<file path="config.mk">
export PLATFORM = sky130hd
export DESIGN_NAME = rtc_back_flat
export DESIGN_NICKNAME = d
export VERILOG_FILES = /design/src/sv/rtc_pkg.sv /design/src/sv/rtc_if.sv /design/src/sv/rtc_back.sv /design/src/flat_wrapper.sv
export SDC_FILE = /design/constraint.sdc
export NUM_CORES = 2
export LEC_CHECK = 0
export BUFFER_PORTS_ARGS = -buffer_cell sky130_fd_sc_hd__clkbuf_2
export CAP_MARGIN = 40
export CORE_MARGIN = 3
export CORE_UTILIZATION = 55
export CTS_BUF_LIST = sky130_fd_sc_hd__clkbuf_16
export DETAILED_ROUTE_END_ITERATION = 10
export GPL_TIMING_DRIVEN = 0
export PLACE_DENSITY_LB_ADDON = 0.12
export SYNTH_ARGS = -nofsm -noshare
export SYNTH_HDL_FRONTEND = slang
export SYNTH_SLANG_ARGS = --single-unit
</file>
<file path="constraint.sdc">
create_clock -name clk -period 23.7 [get_ports clk]
set_input_delay 0 -clock clk [delete_from_list [all_inputs] [get_ports clk]]
set_output_delay 0 -clock clk [all_outputs]
set_load 0.05 [all_outputs]
</file>
<file path="src/sv/rtc_pkg.sv">
// Shared types, constants and codes of the RTD temperature classifier.
// No dependencies; every other file but rtc_if.sv imports this package.
package rtc_pkg;

  localparam int TEMP_LIMIT_C      = 800;
  localparam int ADC_FULL_SCALE_MV = 4096;
  localparam int TEMP_MAX_CENTI    = TEMP_LIMIT_C * 100;

  // converter code to microvolts: code * UV_SCALE / 2^15
  localparam logic [22:0] UV_SCALE = 23'(ADC_FULL_SCALE_MV * 1000);
  localparam int MIN_SENSOR_UV     = 10000;

  // Callendar-Van Dusen coefficients, A * 1e7 and |B| * 1e10
  localparam longint CVD_A      = 39083;
  localparam longint CVD_B      = 5775;
  localparam longint CVD_A2     = CVD_A * CVD_A;
  localparam longint CVD_4B     = 400 * CVD_B;
  localparam longint CVD_A_Q16  = CVD_A * 65536;

  // temperature scaling: T = floor((SCALE_MUL * x + SCALE_BIAS) / (CVD_B * 2^12))
  localparam longint SCALE_MUL  = 3125;
  localparam longint SCALE_BIAS = CVD_B * 2048;
  localparam int     SCALE_SHR  = 12;

  // datapath widths
  localparam int RES_DEN_W = 22;
  localparam int RES_Q_W   = 32;
  localparam int R0_W      = 14;
  localparam int DR_W      = 54;
  localparam int DR_NUM_W  = DR_W + 32;
  localparam int SQ_IN_W   = 64;
  localparam int SQ_W      = 32;

  // quotient clamp window, wide enough that the offset cannot pull a value back in
  localparam int     OFF_W   = 11;
  localparam int     OFF_SPAN = 2 ** (OFF_W - 1);
  localparam int     Q_LO    = -OFF_SPAN;
  localparam longint M_LO    = longint'(Q_LO) * CVD_B;
  localparam longint M_HI    = (longint'(TEMP_MAX_CENTI + OFF_SPAN) + 1) * CVD_B - 1;
  localparam int     MP_W    = $clog2(M_HI - M_LO + 1);
  localparam int     QE_W    = $clog2((M_HI - M_LO) / CVD_B + 1);
  localparam int     RECIP_SHIFT = 42;
  localparam longint RECIP_K = (longint'(1) << RECIP_SHIFT) / CVD_B;
  localparam int     RECIP_W = $clog2(RECIP_K + 1);

  // classification bounds, hundredths of a degree
  localparam int CLS_MODERATE = 2800;
  localparam int CLS_WARNING  = 5000;
  localparam int CLS_CRITICAL = 7200;
  localparam int CLS_HIGH     = 8000;
  localparam int CLS_VHIGH    = 10000;

  typedef enum logic [2:0] {
    CFG_SUPPLY = 3'd0,
    CFG_RFIX   = 3'd1,
    CFG_R0     = 3'd2,
    CFG_OFFSET = 3'd3,
    CFG_BDIV   = 3'd4
  } cfg_idx_t;

  typedef enum logic [2:0] {
    STS_LOW       = 3'd0,
    STS_MODERATE  = 3'd1,
    STS_WARNING   = 3'd2,
    STS_CRITICAL  = 3'd3,
    STS_HIGH      = 3'd4,
    STS_VERY_HIGH = 3'd5
  } status_t;

  typedef enum logic [2:0] {
    SST_NORMAL     = 3'd0,
    SST_INCREASING = 3'd1,
    SST_CRITICAL   = 3'd2,
    SST_HIGH       = 3'd3,
    SST_VERY_HIGH  = 3'd4
  } state_t;

  typedef struct packed {
    logic [21:0]        supply;
    logic [19:0]        rfix;
    logic [R0_W-1:0]    r0;
    logic signed [10:0] offset;
    logic [4:0]         bdiv;
  } cfg_t;

  // data that rides along the cell chains
  typedef struct packed {
    logic signed [22:0] suv;
    logic signed [25:0] buv;
    logic               ok;
    logic               sat;
    logic [31:0]        rc;
  } side_t;

endpackage

</file>
<file path="src/sv/rtc_if.sv">


interface rtc_out_if;
  logic               valid;
  logic               ready;
  logic [16:0]        temperature_centi;
  logic [31:0]        resistance_centiohm;
  logic signed [22:0] sensor_microvolts;
  logic signed [25:0] battery_microvolts;
  logic [2:0]         status_code;
  logic [2:0]         state_code;
  logic               conversion_valid;

  modport source (output valid, output temperature_centi, output resistance_centiohm,
                  output sensor_microvolts, output battery_microvolts,
                  output status_code, output state_code, output conversion_valid,
                  input ready);
  modport sink   (input valid, input temperature_centi, input resistance_centiohm,
                  input sensor_microvolts, input battery_microvolts,
                  input status_code, input state_code, input conversion_valid,
                  output ready);
endinterface

</file>
<file path="src/sv/rtc_back.sv">
// Back stages: root to temperature by reciprocal division, offset, clamp, classes.
// Depends on rtc_pkg and rtc_out_if; drives the result channel register.
module rtc_back import rtc_pkg::*; (
  input  logic            clk,
  input  logic            rst_n,
  input  logic            en,
  input  cfg_t            cfg,
  input  logic            v_i,
  input  logic [SQ_W-1:0] s_i,
  input  side_t           side_i,
  rtc_out_if.source       out_bus
);

  localparam logic signed [34:0] MLoS   = 35'(M_LO);
  localparam logic signed [34:0] MHiS   = 35'(M_HI);
  localparam logic [RECIP_W-1:0] RecipK = RECIP_W'(RECIP_K);
  localparam logic [13:0]        DivB   = 14'(CVD_B);
  localparam logic signed [19:0] TMax   = 20'(TEMP_MAX_CENTI);

  logic signed [33:0] x;
  logic signed [46:0] n;
  logic               b1_v_r;
  logic signed [46:0] b1_n_r;
  side_t              b1_side_r;

  logic signed [34:0] m, m_cl;
  logic               b2_v_r;
  logic [MP_W-1:0]    b2_mp_r;
  side_t              b2_side_r;

  logic               b3_v_r;
  logic [MP_W+RECIP_W-1:0] b3_prod_r;
  logic [MP_W-1:0]    b3_mp_r;
  side_t              b3_side_r;

  logic [QE_W-1:0]    qe;
  logic               b4_v_r;
  logic [QE_W-1:0]    b4_qe_r;
  logic [QE_W+13:0]   b4_pq_r;
  logic [MP_W-1:0]    b4_mp_r;
  side_t              b4_side_r;

  logic [MP_W-1:0]    rmd;
  logic [QE_W-1:0]    qf;
  logic signed [19:0] tq;
  logic [16:0]        temp;
  status_t            status;
  state_t             state;

  logic               out_v_r;
  logic [16:0]        temp_r;
  logic [31:0]        res_r;
  logic signed [22:0] suv_r;
  logic signed [25:0] buv_r;
  logic [2:0]         status_r, state_r;
  logic               conv_r;

  assign x = signed'(34'(CVD_A_Q16)) - signed'(34'(s_i));
  assign n = x * 47'(SCALE_MUL) + 47'(SCALE_BIAS);

  assign m = 35'(b1_n_r >>> SCALE_SHR);

  always_comb begin
    if (m < MLoS) begin
      m_cl = MLoS;
    end else if (m > MHiS) begin
      m_cl = MHiS;
    end else begin
      m_cl = m;
    end
  end

  // quotient estimate may be one short; fixed in the last stage
  assign qe = QE_W'(b3_prod_r >> RECIP_SHIFT);

  assign rmd = b4_mp_r - MP_W'(b4_pq_r);
  assign qf  = b4_qe_r + QE_W'(rmd >= MP_W'(DivB));
  assign tq  = signed'(20'(qf)) + 20'(Q_LO) + 20'(cfg.offset);

  always_comb begin
    if (!b4_side_r.ok) begin
      temp = '0;
    end else if (tq < 20'sd0) begin
      temp = '0;
    end else if (tq > TMax) begin
      temp = TMax[16:0];
    end else begin
      temp = tq[16:0];
    end
  end

  always_comb begin
    priority if (temp >= 17'(CLS_MODERATE) && temp <= 17'(CLS_WARNING)) begin
      status = STS_MODERATE;
      state  = SST_NORMAL;
    end else if (temp > 17'(CLS_WARNING) && temp < 17'(CLS_CRITICAL)) begin
      status = STS_WARNING;
      state  = SST_INCREASING;
    end else if (temp >= 17'(CLS_CRITICAL) && temp < 17'(CLS_HIGH)) begin
      status = STS_CRITICAL;
      state  = SST_CRITICAL;
    end else if (temp >= 17'(CLS_HIGH) && temp < 17'(CLS_VHIGH)) begin
      status = STS_HIGH;
      state  = SST_HIGH;
    end else if (temp >= 17'(CLS_VHIGH)) begin
      status = STS_VERY_HIGH;
      state  = SST_VERY_HIGH;
    end else begin
      status = STS_LOW;
      state  = SST_NORMAL;
    end
  end

  always_ff @(posedge clk) begin
    if (!rst_n) begin
      b1_v_r  <= 1'b0;
      b2_v_r  <= 1'b0;
      b3_v_r  <= 1'b0;
      b4_v_r  <= 1'b0;
      out_v_r <= 1'b0;
    end else if (en) begin
      b1_v_r  <= v_i;
      b2_v_r  <= b1_v_r;
      b3_v_r  <= b2_v_r;
      b4_v_r  <= b3_v_r;
      out_v_r <= b4_v_r;
    end
  end

  always_ff @(posedge clk) begin
    if (en) begin
      b1_n_r    <= n;
      b1_side_r <= side_i;
      b2_mp_r   <= MP_W'(m_cl - MLoS);
      b2_side_r <= b1_side_r;
      b3_prod_r <= (MP_W+RECIP_W)'(b2_mp_r) * (MP_W+RECIP_W)'(RecipK);
      b3_mp_r   <= b2_mp_r;
      b3_side_r <= b2_side_r;
      b4_qe_r   <= qe;
      b4_pq_r   <= (QE_W+14)'(qe) * (QE_W+14)'(DivB);
      b4_mp_r   <= b3_mp_r;
      b4_side_r <= b3_side_r;
      temp_r    <= temp;
      res_r     <= b4_side_r.ok ? b4_side_r.rc : '0;
      suv_r     <= b4_side_r.suv;
      buv_r     <= b4_side_r.buv;
      status_r  <= status;
      state_r   <= state;
      conv_r    <= b4_side_r.ok;
    end
  end

  assign out_bus.valid               = out_v_r;
  assign out_bus.temperature_centi   = temp_r;
  assign out_bus.resistance_centiohm = res_r;
  assign out_bus.sensor_microvolts   = suv_r;
  assign out_bus.battery_microvolts  = buv_r;
  assign out_bus.status_code         = status_r;
  assign out_bus.state_code          = state_r;
  assign out_bus.conversion_valid    = conv_r;

endmodule

</file>
<file path="src/flat_wrapper.sv">
// flat-port wrapper written by rule: the top's interface ports become plain ports
module rtc_back_flat import rtc_pkg::*;
  (clk, rst_n, en, cfg, v_i, s_i, side_i, out_bus_valid, out_bus_temperature_centi, out_bus_resistance_centiohm, out_bus_sensor_microvolts, out_bus_battery_microvolts, out_bus_status_code, out_bus_state_code, out_bus_conversion_valid, out_bus_ready);
  rtc_out_if out_bus_i ();
  input  logic clk;
  input  logic rst_n;
  input  logic en;
  input  cfg_t cfg;
  input  logic v_i;
  input  logic [SQ_W-1:0] s_i;
  input  side_t side_i;
  output wire logic [$bits(out_bus_i.valid)-1:0] out_bus_valid;
  output wire logic [$bits(out_bus_i.temperature_centi)-1:0] out_bus_temperature_centi;
  output wire logic [$bits(out_bus_i.resistance_centiohm)-1:0] out_bus_resistance_centiohm;
  output wire logic [$bits(out_bus_i.sensor_microvolts)-1:0] out_bus_sensor_microvolts;
  output wire logic [$bits(out_bus_i.battery_microvolts)-1:0] out_bus_battery_microvolts;
  output wire logic [$bits(out_bus_i.status_code)-1:0] out_bus_status_code;
  output wire logic [$bits(out_bus_i.state_code)-1:0] out_bus_state_code;
  output wire logic [$bits(out_bus_i.conversion_valid)-1:0] out_bus_conversion_valid;
  input wire logic [$bits(out_bus_i.ready)-1:0] out_bus_ready;
  assign out_bus_valid = out_bus_i.valid;
  assign out_bus_temperature_centi = out_bus_i.temperature_centi;
  assign out_bus_resistance_centiohm = out_bus_i.resistance_centiohm;
  assign out_bus_sensor_microvolts = out_bus_i.sensor_microvolts;
  assign out_bus_battery_microvolts = out_bus_i.battery_microvolts;
  assign out_bus_status_code = out_bus_i.status_code;
  assign out_bus_state_code = out_bus_i.state_code;
  assign out_bus_conversion_valid = out_bus_i.conversion_valid;
  assign out_bus_i.ready = out_bus_ready;
  rtc_back u_core (.clk(clk), .rst_n(rst_n), .en(en), .cfg(cfg), .v_i(v_i), .s_i(s_i), .side_i(side_i), .out_bus(out_bus_i));
endmodule
</file>
== After elaboration in Yosys (flattened, before gate mapping) ==
Cells that the tools add are included.
Widths: inputs -> output; s select.

* Add/sub/neg operators: 7
* Multipliers: 3
* $lt $le $gt $ge: 14
* Mux-type cells: 13
* Reduce and logical (&&, ||, !) cells: 7

{| class="wikitable"
|+ Operators by type and width
! kind !! count
|-
| $mul 29x30->59 const B || 1
|-
| $mux 29 || 2
|-
| $mux 17 || 3
|-
| $add 47x25->47 const B || 1
|-
| $mul 33x13->46 const B || 1
|-
| $gt 35x30->1 const B || 1
|-
| $lt 35x24->1 const B || 1
|-
| $ge 17x13->1 const B || 2
|-
| $lt 17x13->1 const B || 2
|-
| $sub 32x32->33 const A || 1
|-
| $ge 29x13->1 const B || 1
|-
| $mul 17x13->29 const B || 1
|-
| $sub 29x24->29 const B || 1
|-
| $sub 29x29->29 || 1
|-
| $add 19x11->20 || 1
|-
| $gt 20x18->1 const B || 1
|-
| $lt 20x1->1 const B || 1
|-
| $add 18x11->19 const B || 1
|-
| $add 17x1->17 || 1
|-
| $ge 17x12->1 const B || 1
|-
| $ge 17x14->1 const B || 1
|-
| $gt 17x13->1 const B || 1
|-
| $le 17x13->1 const B || 1
|-
| $lt 17x14->1 const B || 1
|-
| 7 further kinds || 15
|}

* Bits in registers: 677
* Input port bits: 192
* Output and inout port bits: 106
* Word-level logic and storage cells: 82

== Depth between registers and ports, before layout ==
* Word-level depth: 14
* Gate-level depth with buffers: 38
* Mapped depth without buffers: 37

== Worst setup path after synthesis ==
No wires, ideal clock.

* Path kind: input -> register
* Start point: in s_i[4]
* End point: reg u_core.b1_n_r[45], data pin
* Setup time: 0.281 ns
* Arrival: 7.778 ns
* Data required time: 23.419 ns
* Slack: 15.641 ns
* Stages: 26
* Path buffers: 1
* Cell sequence: or4_1 > nor4_1 > nand2_1 > or3_1 > or3_1 > o21ai_0 > xor2_1 > ha_1 > ha_1 > inv_1 > fa_1 > inv_1 > fa_1 > fa_1 > ha_1 > clkbuf_1 > nand4_1 > or3_4 > a22oi_4 > a211oi_2 > or4b_4 > or4_4 > nor4b_4 > a31o_1 > nand3_1 > xnor2_1

* Word-level cells in the longest chain between the ends: 3

{| class="wikitable"
|+ Ends and longest elaborated chain
! element !! RTL line !! RTL
|-
| from (decl) || flat_wrapper.sv:10 || <nowiki>input logic [SQ_W-1:0] s_i;</nowiki>
|-
| $sub 32x32->33 || rtc_back.sv:58 || <nowiki>assign x = signed'(34'(CVD_A_Q16)) - signed'(34'(s_i));</nowiki>
|-
| $mul 33x13->46 || rtc_back.sv:59 || <nowiki>assign n = x * 47'(SCALE_MUL) + 47'(SCALE_BIAS);</nowiki>
|-
| $add 47x25->47 || rtc_back.sv:59 ||
|-
| via u_core.n[45] || rtc_back.sv:21 || <nowiki>logic signed [46:0] n;</nowiki>
|-
| to (signal assigned) || rtc_back.sv:132 || <nowiki>b1_n_r <= n;</nowiki>
|-
| to (decl) || rtc_back.sv:23 || <nowiki>logic signed [46:0] b1_n_r;</nowiki>
|}

The timed path passes the listed nets, and every way through them passes these cells.
A chain may end at the register's enable or synchronous reset.

== Worst setup path after layout ==
* Start point: reg u_core.b4_qe_r[0]
* End point: reg u_core.status_r[0], in the netlist u_core.out_bus.status_code[0], data pin

* Word-level cells in the longest chain between the ends: 12
* Elaborated cells between the ends (all ways): 25

{| class="wikitable"
|+ Ends and longest elaborated chain
! element !! RTL line !! RTL
|-
| from (decl) || rtc_back.sv:38 || <nowiki>logic [QE_W-1:0] b4_qe_r;</nowiki>
|-
| from (signal assigned) || rtc_back.sv:139 || <nowiki>b4_qe_r <= qe;</nowiki>
|-
| $add 17x1->17 * || rtc_back.sv:77 || <nowiki>assign qf = b4_qe_r + QE_W'(rmd >= MP_W'(DivB));</nowiki>
|-
| $add 18x11->19 * || rtc_back.sv:78 || <nowiki>assign tq = signed'(20'(qf)) + 20'(Q_LO) + 20'(cfg.offset);</nowiki>
|-
| $add 19x11->20 * || rtc_back.sv:78 ||
|-
| $gt 20x18->1 || rtc_back.sv:85 || <nowiki>end else if (tq > TMax) begin</nowiki>
|-
| $mux 17 || rtc_back.sv:85 ||
|-
| $mux 17 * || rtc_back.sv:83 || <nowiki>end else if (tq < 20'sd0) begin</nowiki>
|-
| $mux 17 * || rtc_back.sv:81 || <nowiki>if (!b4_side_r.ok) begin</nowiki>
|-
| $ge 17x14->1 (tied with other cells) || rtc_back.sv:105 || <nowiki>end else if (temp >= 17'(CLS_VHIGH)) begin</nowiki>
|-
| $mux 3 or $logic_and 1x1->1 (tied branches) || rtc_back.sv:105, rtc_back.sv:102 ||
|-
| $mux 3 || rtc_back.sv:102 || <nowiki>end else if (temp >= 17'(CLS_HIGH) && temp < 17'(CLS_VHIGH)) begin</nowiki>
|-
| $mux 2 || rtc_back.sv:99 || <nowiki>end else if (temp >= 17'(CLS_CRITICAL) && temp < 17'(CLS_HIGH)) begin</nowiki>
|-
| $mux 2 || rtc_back.sv:96 || <nowiki>end else if (temp > 17'(CLS_WARNING) && temp < 17'(CLS_CRITICAL)) begin</nowiki>
|-
| to (signal assigned) || rtc_back.sv:147 || <nowiki>status_r <= status;</nowiki>
|-
| to (decl) || rtc_back.sv:55 || <nowiki>logic [2:0] status_r, state_r;</nowiki>
|}

Every way passes the cells marked *; elsewhere a longest branch is shown, timed or not.

==> impl_results.md <==
- Status: finished clean
- Layout Nets: 5788
- Number of global-route vias before repair: 30754
- #FFs+latches synth: 622
- H-tree depth: 3
- Post-synth EDFFs: 617
- Worst-case clock skew: 0.0307 ns
- Setup TNS: 0 ns
- Critical Path Fanout Max: 10
- Site Rows: 109
- Via count of the routed design: 29304
- Max-capacitance violation count: 0
- Initial Util: 55.7%
- Clock tree sinks: 622
- CTS tree: yes
- Count of different cell masters after synthesis: 88
- Hold Vio Cnt, Final: 0
- CP Capture Type: flop
- Drt total wl: 95900 um
- Die Y: 306 um
- Worst hold path depth: 4
- Io pins: 298
- Total CTS buffers: 69
- Crit path to: u_core.out_bus.status_code[0]
- Final setup violation count: 0
- Clock transition at the registers of the reported paths: 0.06 ns
- Relative slew slack: 36.2%
- DRT Pass-1 Iters: 7
- Syn Std Cell Area: 49400 sq um
- Fin. max-slew vios: 0
- Startpoint types: flop
- Yosys warning count: 0
- Global-route wire length before repair: 160000 um
- Post-DP HPWL: 76800 um
- Post-CTS sizing: 0
- Crit. Startpoint: u_core.b4_qe_r[0]
- # diodes: 0
- Flop-to-flop setup slack: 14.04 ns
- Min Tclk post-route: 9.66 ns
- Most frequent CP cell: ha_1
- Syn_area_per_cell: 12.5 sq um
- Worst-Skew Late Latency: 0.64 ns
- Input/output buffers: 234
- Layout area overhead: 12.2%
- Asr flop ratio synth: 0%
- Wirelength per Cell: 17.2 um
- Syn_nets: 5384
- Remaining global-route overflow: 0
- Reg2Reg Launch Point: u_core.b4_qe_r[0]
- Final ANT Viol Nets: 0
- Die ar.: 93500 sq um
- WP buf/inv: 4
- GP Congestion: 0.899
- Syn Inst Count: 3954
- Slowest CP cell: or4b_2
- Unrepaired setup endpoints after global routing: false
- Top FF cell, synth: edfxtp_1
- Initial antenna violation count: 0
- Core Region: 88800 sq um
- Clock Path Buffers: 3
- DRC: 0
- Drt initial violations: 1582
- Commonest non-fill, non-tap cell in the layout: inv_1
- Worst-margin pin slew: 0.958 ns
- WP data required: 24.09 ns
- Critical path class: reg2reg
- Drt via density: 5.25
- Post-CTS setup buffer count: 0
- Layout cells sized above 1: 9.07%
- Largest net degree at the start of global routing: 120
- CTS root buf: clkbuf_16
- Die W: 306 um
- Overall routing resource usage: 21.5%
- Maximum clock frequency: 103 MHz
- Period utilization: 40.8%
- Most frequent cells in the layout: inv_1 (791), ha_1 (709), edfxtp_1 (617)
- Hold crit path type: in2reg
- Worst path depth: 35
- R2R cell count: 35
- Worst EP arrival: 10.06 ns
- Worst reg2reg endpoint: u_core.out_bus.status_code[0]
- Sequential share of the synthesized area: 37.7%
- Crit path largest cell delay: 0.68 ns
- Critical path's top delay family: compound AO/OA/AOI/OAI gates
## synth_stat cells, types with 8 or more instances
master,instances,area (sq um)
or2_2,22,138
xnor2_1,124,1090
a211o_1,9,78.8
fa_1,529,10600
or3_1,10,62.6
a211oi_1,24,180
o31ai_1,11,82.6
nor2b_1,28,175
nand3_1,47,235
nor2_1,119,447
nand2_1,106,398
o2111ai_1,8,70.1
nand4_1,29,181
o211ai_1,10,75.1
a21oi_1,136,681
edfxtp_1,617,18500
clkbuf_1,19,71.3
o21bai_1,21,158
o21ai_0,83,415
nand2b_1,22,138
mux2i_1,13,130
o21a_1,29,218
a21o_1,73,548
and3_1,14,87.6
inv_1,776,2910
ha_1,709,8870
and2_1,58,363
nor4_1,11,68.8
a31oi_1,15,93.8
xor2_1,72,631
nor3_1,46,230
## worst reg2reg max path: cells and delay by family, from the launching register on
family / cells / cell delay [ns]
xor gates and xnor gates: 1 / 0.08
AOI/OAI and AO/OA: 14 / 3.52
DFF: 1 / 0.50
and+or+nand+nor: 9 / 2.68
adders and majority gates: 6 / 1.75
buffers and inverters: 4 / 0.61
muxes: 1 / 0.27
## flip-flops by register name (all words and copies together), names as in the netlist, 26 cells and up
name,count
u_core.out_bus.battery_microvolts,26
u_core.b4_side_r,82
u_core.b1_side_r,82
u_core.b4_pq_r,28
u_core.b4_mp_r,29
u_core.b3_mp_r,29
u_core.out_bus.resistance_centiohm,32
u_core.b3_side_r,82
u_core.b1_n_r,35
u_core.b2_mp_r,29
u_core.b2_side_r,82
## worst min-delay path by stage
stage                from                                   to  slack, ns
6_report           cfg[7]  u_core.out_bus.temperature_centi[2]       0.05
5_1_grt        side_i[76]                 u_core.b1_side_r[76]       0.05
4_1_cts            cfg[7]  u_core.out_bus.temperature_centi[2]      0.004
3_5_place_dp   side_i[63]                 u_core.b1_side_r[63]       0.18
3_3_place_gp   side_i[64]                 u_core.b1_side_r[64]       0.18
2_1_floorplan   side_i[0]                  u_core.b1_side_r[0]        0.1
## routing by layer
layer  GRT usage, %  up-vias  wire, um
li1               -    14364         -
met1           29.2    14253     42500
met2           36.3      544     46900
met3           3.16      143      4130
met4           6.51        0      2430
met5              0        -         0
## metrics by stage
step,setup slack [ns],area (sq um),hold WS [ns],utilization [%],std cells
after CTS,14.10,55400,0.00362,62.4,5577
final,14.04,55400,0.0477,62.4,5577
after global routing,13.38,55400,0.0459,62.4,5577
after detailed placement,14.14,52300,0.179,58.9,5365
after global placement,12.24,52000,0.177,58.6,5353
after floorplan,15.64,49400,0.0989,-,3954
## what timing repair did
item,4_1_cts,5_1_grt
endpoints found under the hold margin,126,0
hold buffers,87,0
endpoints found under the setup margin,0,0
## cell type report
type / count / area (sq um)
fill: 7012 / 33400
multi-input combinational: 2524 / 27700
sequential: 622 / 18600
inverter: 779 / 2920
timing repair buffer: 333 / 2290
clock buffer: 69 / 1730
tap: 1165 / 1460
clock inverter: 56 / 539
buffer: 29 / 121
## logic make-up after synthesis
logic type | count (synthesis) | share of synthesized area, %
AOI/OAI and AO/OA | 519 | 7.09
DFF | 622 | 37.7
muxes | 14 | 0.286
and+or+nand+nor | 557 | 5.90
adders and majority gates | 1238 | 39.4
buffers and inverters | 808 | 6.16
xor gates and xnor gates | 196 | 3.47
Power is not shown: default switching activity piles up to over one toggle a cycle in this logic, so the estimate is an artifact.
